**src/rtl/sksl_pkg.sv**
```systemverilog
// shared types, constants and key helpers for the sorted key set lookup
`default_nettype none
package sksl_pkg;

   localparam int MAX_KEYS  = 256;
   localparam int ADDR_W    = $clog2(MAX_KEYS);
   localparam int CNT_W     = $clog2(MAX_KEYS + 1);
   localparam int KEY_BYTES = 15;
   localparam int KEY_W     = 8 * KEY_BYTES;
   localparam int LEN_W     = 4;
   localparam int REQ_LEN_W = 7;
   localparam int ENTRY_W   = KEY_W + LEN_W;

   localparam logic [LEN_W-1:0] LEN_A_RESET = 4'd8;
   localparam logic [LEN_W-1:0] LEN_B_RESET = 4'd14;

   typedef enum logic [1:0] {
      REQ_CLEAR  = 2'd0,
      REQ_INSERT = 2'd1,
      REQ_BUILD  = 2'd2,
      REQ_QUERY  = 2'd3
   } req_code_type;

   typedef enum logic [2:0] {
      STAT_ACCEPTED  = 3'd0,
      STAT_FULL      = 3'd1,
      STAT_BUILT     = 3'd2,
      STAT_FOUND     = 3'd3,
      STAT_NOT_FOUND = 3'd4,
      STAT_EMPTY     = 3'd5,
      STAT_NOT_READY = 3'd6
   } status_type;

   typedef enum logic {
      CSR_LEN_A = 1'b0,
      CSR_LEN_B = 1'b1
   } csr_index_type;

   typedef struct packed {
      logic [KEY_W-1:0] key;
      logic [LEN_W-1:0] len;
   } entry_type;

   typedef enum logic [3:0] {
      ST_IDLE, ST_EXEC, ST_B_INIT, ST_B_RDT, ST_B_WT, ST_B_RDP, ST_B_CMP, ST_B_PUT,
      ST_C_INIT, ST_C_RD, ST_C_CHK, ST_B_DONE, ST_Q_PROBE, ST_Q_CMP, ST_RESP
   } state_type;

   typedef enum logic [3:0] {
      CMD_NONE, CMD_ACCEPT, CMD_EXEC, CMD_SORT_INIT, CMD_READ_T, CMD_TAKE_T,
      CMD_READ_PREV, CMD_SHIFT, CMD_PLACE, CMD_COMPACT_INIT, CMD_READ_E,
      CMD_CHECK_E, CMD_FINISH, CMD_PROBE, CMD_COMPARE, CMD_RESPOND
   } cmd_type;

   typedef struct packed {
      req_code_type op;
      logic         search_go;
      logic         few;
      logic         empty;
      logic         gt;
      logic         j_one;
      logic         i_last;
      logic         eq;
      logic         cont;
      logic         out_free;
   } dp_status_type;

   // key ends at its length, at KEY_BYTES or at its first zero byte
   function automatic entry_type canon_key(logic [KEY_W-1:0] raw,
                                           logic [REQ_LEN_W-1:0] length);
      entry_type  e;
      logic       keep;
      logic [7:0] b;
      e    = '0;
      keep = 1'b1;
      for (int i = 0; i < KEY_BYTES; i++) begin
         b    = raw[KEY_W-1-8*i -: 8];
         keep = keep && (REQ_LEN_W'(i) < length) && (b != 8'd0);
         if (keep) begin
            e.key[KEY_W-1-8*i -: 8] = b;
            e.len = LEN_W'(i + 1);
         end
      end
      return e;
   endfunction

endpackage
`default_nettype wire

```
**src/rtl/sksl_ctrl.sv**
```systemverilog
// control state machine sequencing clear, insert, build sort and query search
`default_nettype none
module sksl_ctrl (
   input  wire logic                   clock,
   input  wire logic                   reset,
   input  wire logic                   req_valid,
   output logic                        req_stall,
   input  wire sksl_pkg::dp_status_type sts,
   output sksl_pkg::cmd_type           cmd
);
   sksl_pkg::state_type state_ff, state_in;

   always_ff @(posedge clock) begin
      if (reset) begin
         state_ff <= sksl_pkg::ST_IDLE;
      end else begin
         state_ff <= state_in;
      end
   end

   always_comb begin
      state_in = state_ff;
      unique case (state_ff)
         sksl_pkg::ST_IDLE: begin
            if (req_valid) state_in = sksl_pkg::ST_EXEC;
         end
         sksl_pkg::ST_EXEC: begin
            unique case (sts.op)
               sksl_pkg::REQ_BUILD: state_in = sksl_pkg::ST_B_INIT;
               sksl_pkg::REQ_QUERY:
                  state_in = sts.search_go ? sksl_pkg::ST_Q_PROBE : sksl_pkg::ST_RESP;
               default: state_in = sksl_pkg::ST_RESP;
            endcase
         end
         sksl_pkg::ST_B_INIT:
            state_in = sts.few ? sksl_pkg::ST_C_INIT : sksl_pkg::ST_B_RDT;
         sksl_pkg::ST_B_RDT:  state_in = sksl_pkg::ST_B_WT;
         sksl_pkg::ST_B_WT:   state_in = sksl_pkg::ST_B_RDP;
         sksl_pkg::ST_B_RDP:  state_in = sksl_pkg::ST_B_CMP;
         sksl_pkg::ST_B_CMP: begin
            if (sts.gt && !sts.j_one) state_in = sksl_pkg::ST_B_RDP;
            else                      state_in = sksl_pkg::ST_B_PUT;
         end
         sksl_pkg::ST_B_PUT:
            state_in = sts.i_last ? sksl_pkg::ST_C_INIT : sksl_pkg::ST_B_RDT;
         sksl_pkg::ST_C_INIT:
            state_in = sts.empty ? sksl_pkg::ST_B_DONE : sksl_pkg::ST_C_RD;
         sksl_pkg::ST_C_RD:   state_in = sksl_pkg::ST_C_CHK;
         sksl_pkg::ST_C_CHK:
            state_in = sts.i_last ? sksl_pkg::ST_B_DONE : sksl_pkg::ST_C_RD;
         sksl_pkg::ST_B_DONE: state_in = sksl_pkg::ST_RESP;
         sksl_pkg::ST_Q_PROBE: state_in = sksl_pkg::ST_Q_CMP;
         sksl_pkg::ST_Q_CMP: begin
            if (sts.eq || !sts.cont) state_in = sksl_pkg::ST_RESP;
            else                     state_in = sksl_pkg::ST_Q_PROBE;
         end
         sksl_pkg::ST_RESP: begin
            if (sts.out_free) state_in = sksl_pkg::ST_IDLE;
         end
         default: state_in = sksl_pkg::ST_IDLE;
      endcase
   end

   always_comb begin
      req_stall = 1'b1;
      cmd       = sksl_pkg::CMD_NONE;
      unique case (state_ff)
         sksl_pkg::ST_IDLE: begin
            req_stall = 1'b0;
            if (req_valid) cmd = sksl_pkg::CMD_ACCEPT;
         end
         sksl_pkg::ST_EXEC:    cmd = sksl_pkg::CMD_EXEC;
         sksl_pkg::ST_B_INIT:  cmd = sksl_pkg::CMD_SORT_INIT;
         sksl_pkg::ST_B_RDT:   cmd = sksl_pkg::CMD_READ_T;
         sksl_pkg::ST_B_WT:    cmd = sksl_pkg::CMD_TAKE_T;
         sksl_pkg::ST_B_RDP:   cmd = sksl_pkg::CMD_READ_PREV;
         sksl_pkg::ST_B_CMP:   cmd = sksl_pkg::CMD_SHIFT;
         sksl_pkg::ST_B_PUT:   cmd = sksl_pkg::CMD_PLACE;
         sksl_pkg::ST_C_INIT:  cmd = sksl_pkg::CMD_COMPACT_INIT;
         sksl_pkg::ST_C_RD:    cmd = sksl_pkg::CMD_READ_E;
         sksl_pkg::ST_C_CHK:   cmd = sksl_pkg::CMD_CHECK_E;
         sksl_pkg::ST_B_DONE:  cmd = sksl_pkg::CMD_FINISH;
         sksl_pkg::ST_Q_PROBE: cmd = sksl_pkg::CMD_PROBE;
         sksl_pkg::ST_Q_CMP:   cmd = sksl_pkg::CMD_COMPARE;
         sksl_pkg::ST_RESP:    cmd = sksl_pkg::CMD_RESPOND;
         default:              cmd = sksl_pkg::CMD_NONE;
      endcase
   end
endmodule
`default_nettype wire

```
**config.mk**
```make
export PLATFORM = sky130hd
export DESIGN_NAME = sksl_ctrl
export DESIGN_NICKNAME = d
export VERILOG_FILES = /design/src/rtl/sksl_pkg.sv /design/src/rtl/sksl_ctrl.sv
export SDC_FILE = /design/constraint.sdc
export NUM_CORES = 1
export LEC_CHECK = 0
export BUFFER_PORTS_ARGS = -buffer_cell sky130_fd_sc_hd__buf_2
export CORE_AREA = 2 2 39 41
export CTS_CLUSTER_DIAMETER = 150
export DETAILED_ROUTE_END_ITERATION = 8
export DIE_AREA = 0 0 41 43
export GPL_TIMING_DRIVEN = 0
export PLACE_DENSITY = 0.67
export SYNTH_ARGS = -nofsm -noshare
export SYNTH_HDL_FRONTEND = slang
export SYNTH_SLANG_ARGS = --single-unit
```
**constraint.sdc**
```tcl
create_clock -name clock -period 3.06 [get_ports clock]
set_input_delay 0 -clock clock [delete_from_list [all_inputs] [get_ports clock]]
set_output_delay 0 -clock clock [all_outputs]
set_load 0.1 [all_outputs]
```
==> results.sh <==
export IMPL_status="completed"
export IMPL_cts_tree="done"
export IMPL_crit_fanout=10
export IMPL_drc_errors=0
export IMPL_setup_violations=0
export IMPL_first_pass_iters=4
export IMPL_cts_root_buf="clkbuf_4"
export IMPL_regArea_um2=80.08
export IMPL_ctsResizeCount=0
export IMPL_die_area_um2=1763
export IMPL_synth_fp_nets=72
export IMPL_gp_congestion=0.8317
export IMPL_cp_cell_sequence="clkbuf_1 -> nand3_1 -> xnor2_1 -> buf_2"
export IMPL_synthTopCellsByArea="dfxtp_1, nand2_1, o311a_1"
export IMPL_clk_latency_ps=230
export IMPL_hold_viol_final=0
export IMPL_gr_total_overflow=0
export IMPL_fill_cells=160
export IMPL_ys_seq_elements=4
export IMPL_cp_slowest_stage_delay_ps=450
export IMPL_setup_tns_ps=0
export IMPL_syn_avg_cell_area_um2=7.076
export IMPL_finalNetCount=96
export IMPL_worst_slew_pin_slew_ps=487.3
export IMPL_wl_um=1138
export IMPL_clock_skew_ps=2.364
export IMPL_die_y_um=43
export IMPL_place_hpwl_um=836.7
export IMPL_rows=14
export IMPL_area_growth_pct=34.76
export IMPL_multi_input_area_um2=286.5
export IMPL_grtUsageTotal=0.1502
export IMPL_ys_types=30
export IMPL_antenna_left=0
export IMPL_regMostFlops="state_ff"
export IMPL_cts_sinks=4
export IMPL_antenna_found_initial=0
export IMPL_first_global_vias=444
export IMPL_largest_register_ffs=4
export IMPL_antenna_cells=0
export IMPL_netlist_area_leader_share=0.1951
export IMPL_num_io_pins=19
export IMPL_reg_largest_list="state_ff: 4 flops"
export IMPL_ys_warn_count=0
export IMPL_rsz0062_at_grt="false"
export IMPL_drv_cap=0
export IMPL_htreeDepth=1
export IMPL_fin_crit_sh=0.5842
export IMPL_fin_crit_ps=1788
export IMPL_worst_ep_required_time_ps=3060
export IMPL_grt_max_degree=11
export IMPL_via_per_inst=5.417
export IMPL_hold_path_class="in2reg"
export IMPL_finalMaxSlewViolations=0
export IMPL_slew_headroom=0.6773
export IMPL_core_um2=1384
export IMPL_worstSetupPathType="reg2out"
export IMPL_port_buffers=18
export IMPL_fmax_mhz=559.4
export IMPL_routedWlPerCell_um=11.85
export IMPL_numCtsBuffers=3
export IMPL_arrival_ps=1790
export IMPL_drive_gt1_frac=0.3250
export IMPL_grt_pass1_wl_um=1821
export IMPL_slowest_stage="dfxtp_1"
export IMPL_cts_buffer_depth=2
export IMPL_start_kind="flip-flop"
export IMPL_die_width_um=41
export IMPL_synth_top_area_cell="dfxtp_1"
export IMPL_routed_via_count=520
export IMPL_cp_top_family="buffers and inverters"
export IMPL_clk_pin_slew_ps=40
export IMPL_seq_area_frac_synth=0.1951
export IMPL_start_util=0.2966
export IMPL_synthCells=58
export IMPL_end_kind="primary output"
export IMPL_syn_cell_area_um2=410.4
export IMPL_drt_iter0_markers=7
export IMPL_path_buf_inv=2
==> kinds of logic (layout without fill, tap and decap cells) <==
logic type | Yosys count | in the layout | share of synthesized area
AND/OR/NAND/NOR | 22 | 22 | 0.2744
AO/OA/AOI/OAI | 20 | 20 | 0.3598
buffers and inverters | 9 | 31 | 0.1067
flip-flops | 4 | 4 | 0.1951
XOR/XNOR | 3 | 3 | 0.06404
==> worst min-delay path, delay by kind of cell <==
kind | cells | cell delay, ps
compound gates | 1 | 70
buf+inv | 1 | 100
simple gates | 1 | 110
==> routing by layer <==
| metal | up-vias | wire, µm | GRT usage |
|---|---|---|---|
| met4 | 0 | 10 | 0.07333 |
| met1 | 237 | 580 | 0.2038 |
| met2 | 12 | 490 | 0.2063 |
| met3 | 2 | 57 | 0.04712 |
| met5 | - | 0 | 0 |
| li1 | 269 | - | - |
==> placed cells by master (no fill, tap or decap), drive strengths merged, types with 2 or more instances in the layout <==
cell type and n:
o32ai 2, nor3 2, clkbuf 5, a221oi 2, o311ai 2, buf 21, nand3 2, dfxtp 4
nor2 5, xnor2 2, a31oi 2, nand2b 2, inv 4, o311a 2, o21ai 6, nand2 6
==> synthesized netlist by cell type (all sizes together) <==
cell	count
nand2b	2
o311ai	2
nand2	6
o311a	2
nor4	1
o32ai	2
nand3	2
xor2	1
o21ai	6
a2bb2oi	1
buf	3
nor3b	1
nor3	2
a21o	1
a31oi	2
nand3b	1
clkbuf	2
xnor2	2
inv	4
dfxtp	4
nor2	5
or4	1
a221oi	2
nand4	1
a21oi	1
o211ai	1
==> path summary, 6_finish.rpt <==
path	from	end	slack, ps	cells after the start
max	state_ff[1]	cmd[3]	1270	4
min reg2reg	state_ff[1]	state_ff[3]	720	3
max reg2reg	state_ff[2]	state_ff[1]	1640	5
min	sts[3]	state_ff[0]	110	3
==> area by class of cell <==
cell class / instances / share of cell area
Clock buffer: 3 / 0.04072
Tap cell: 16 / 0.03620
Buffer: 5 / 0.05204
Sequential cell: 4 / 0.1448
Inverter: 4 / 0.02715
Timing Repair Buffer: 19 / 0.1810
Multi-Input combinational cell: 45 / 0.5181
==> per-stage QoR <==
step,hold slack (ps),utilization,worst slack (ps),std cells,instance area [µm²]
3_5_place_dp,233.2,0.3761,1498,92,520.5
6_report,106.9,0.3996,1272,96,553.0
4_1_cts,99.25,0.3996,1264,96,553.0
3_3_place_gp,224.5,0.3761,1525,92,520.5
5_1_grt,129.9,0.3996,1093,96,553.0
2_1_floorplan,96.91,-,659.7,58,410.4
==> what timing repair did <==
action	CTS	global route
hold endpoints to repair	1	0
hold buffers	1	0
buffers inserted	0	0
Power is not shown: default switching activity piles up to over one toggle a cycle in this logic, so the estimate is an artifact.
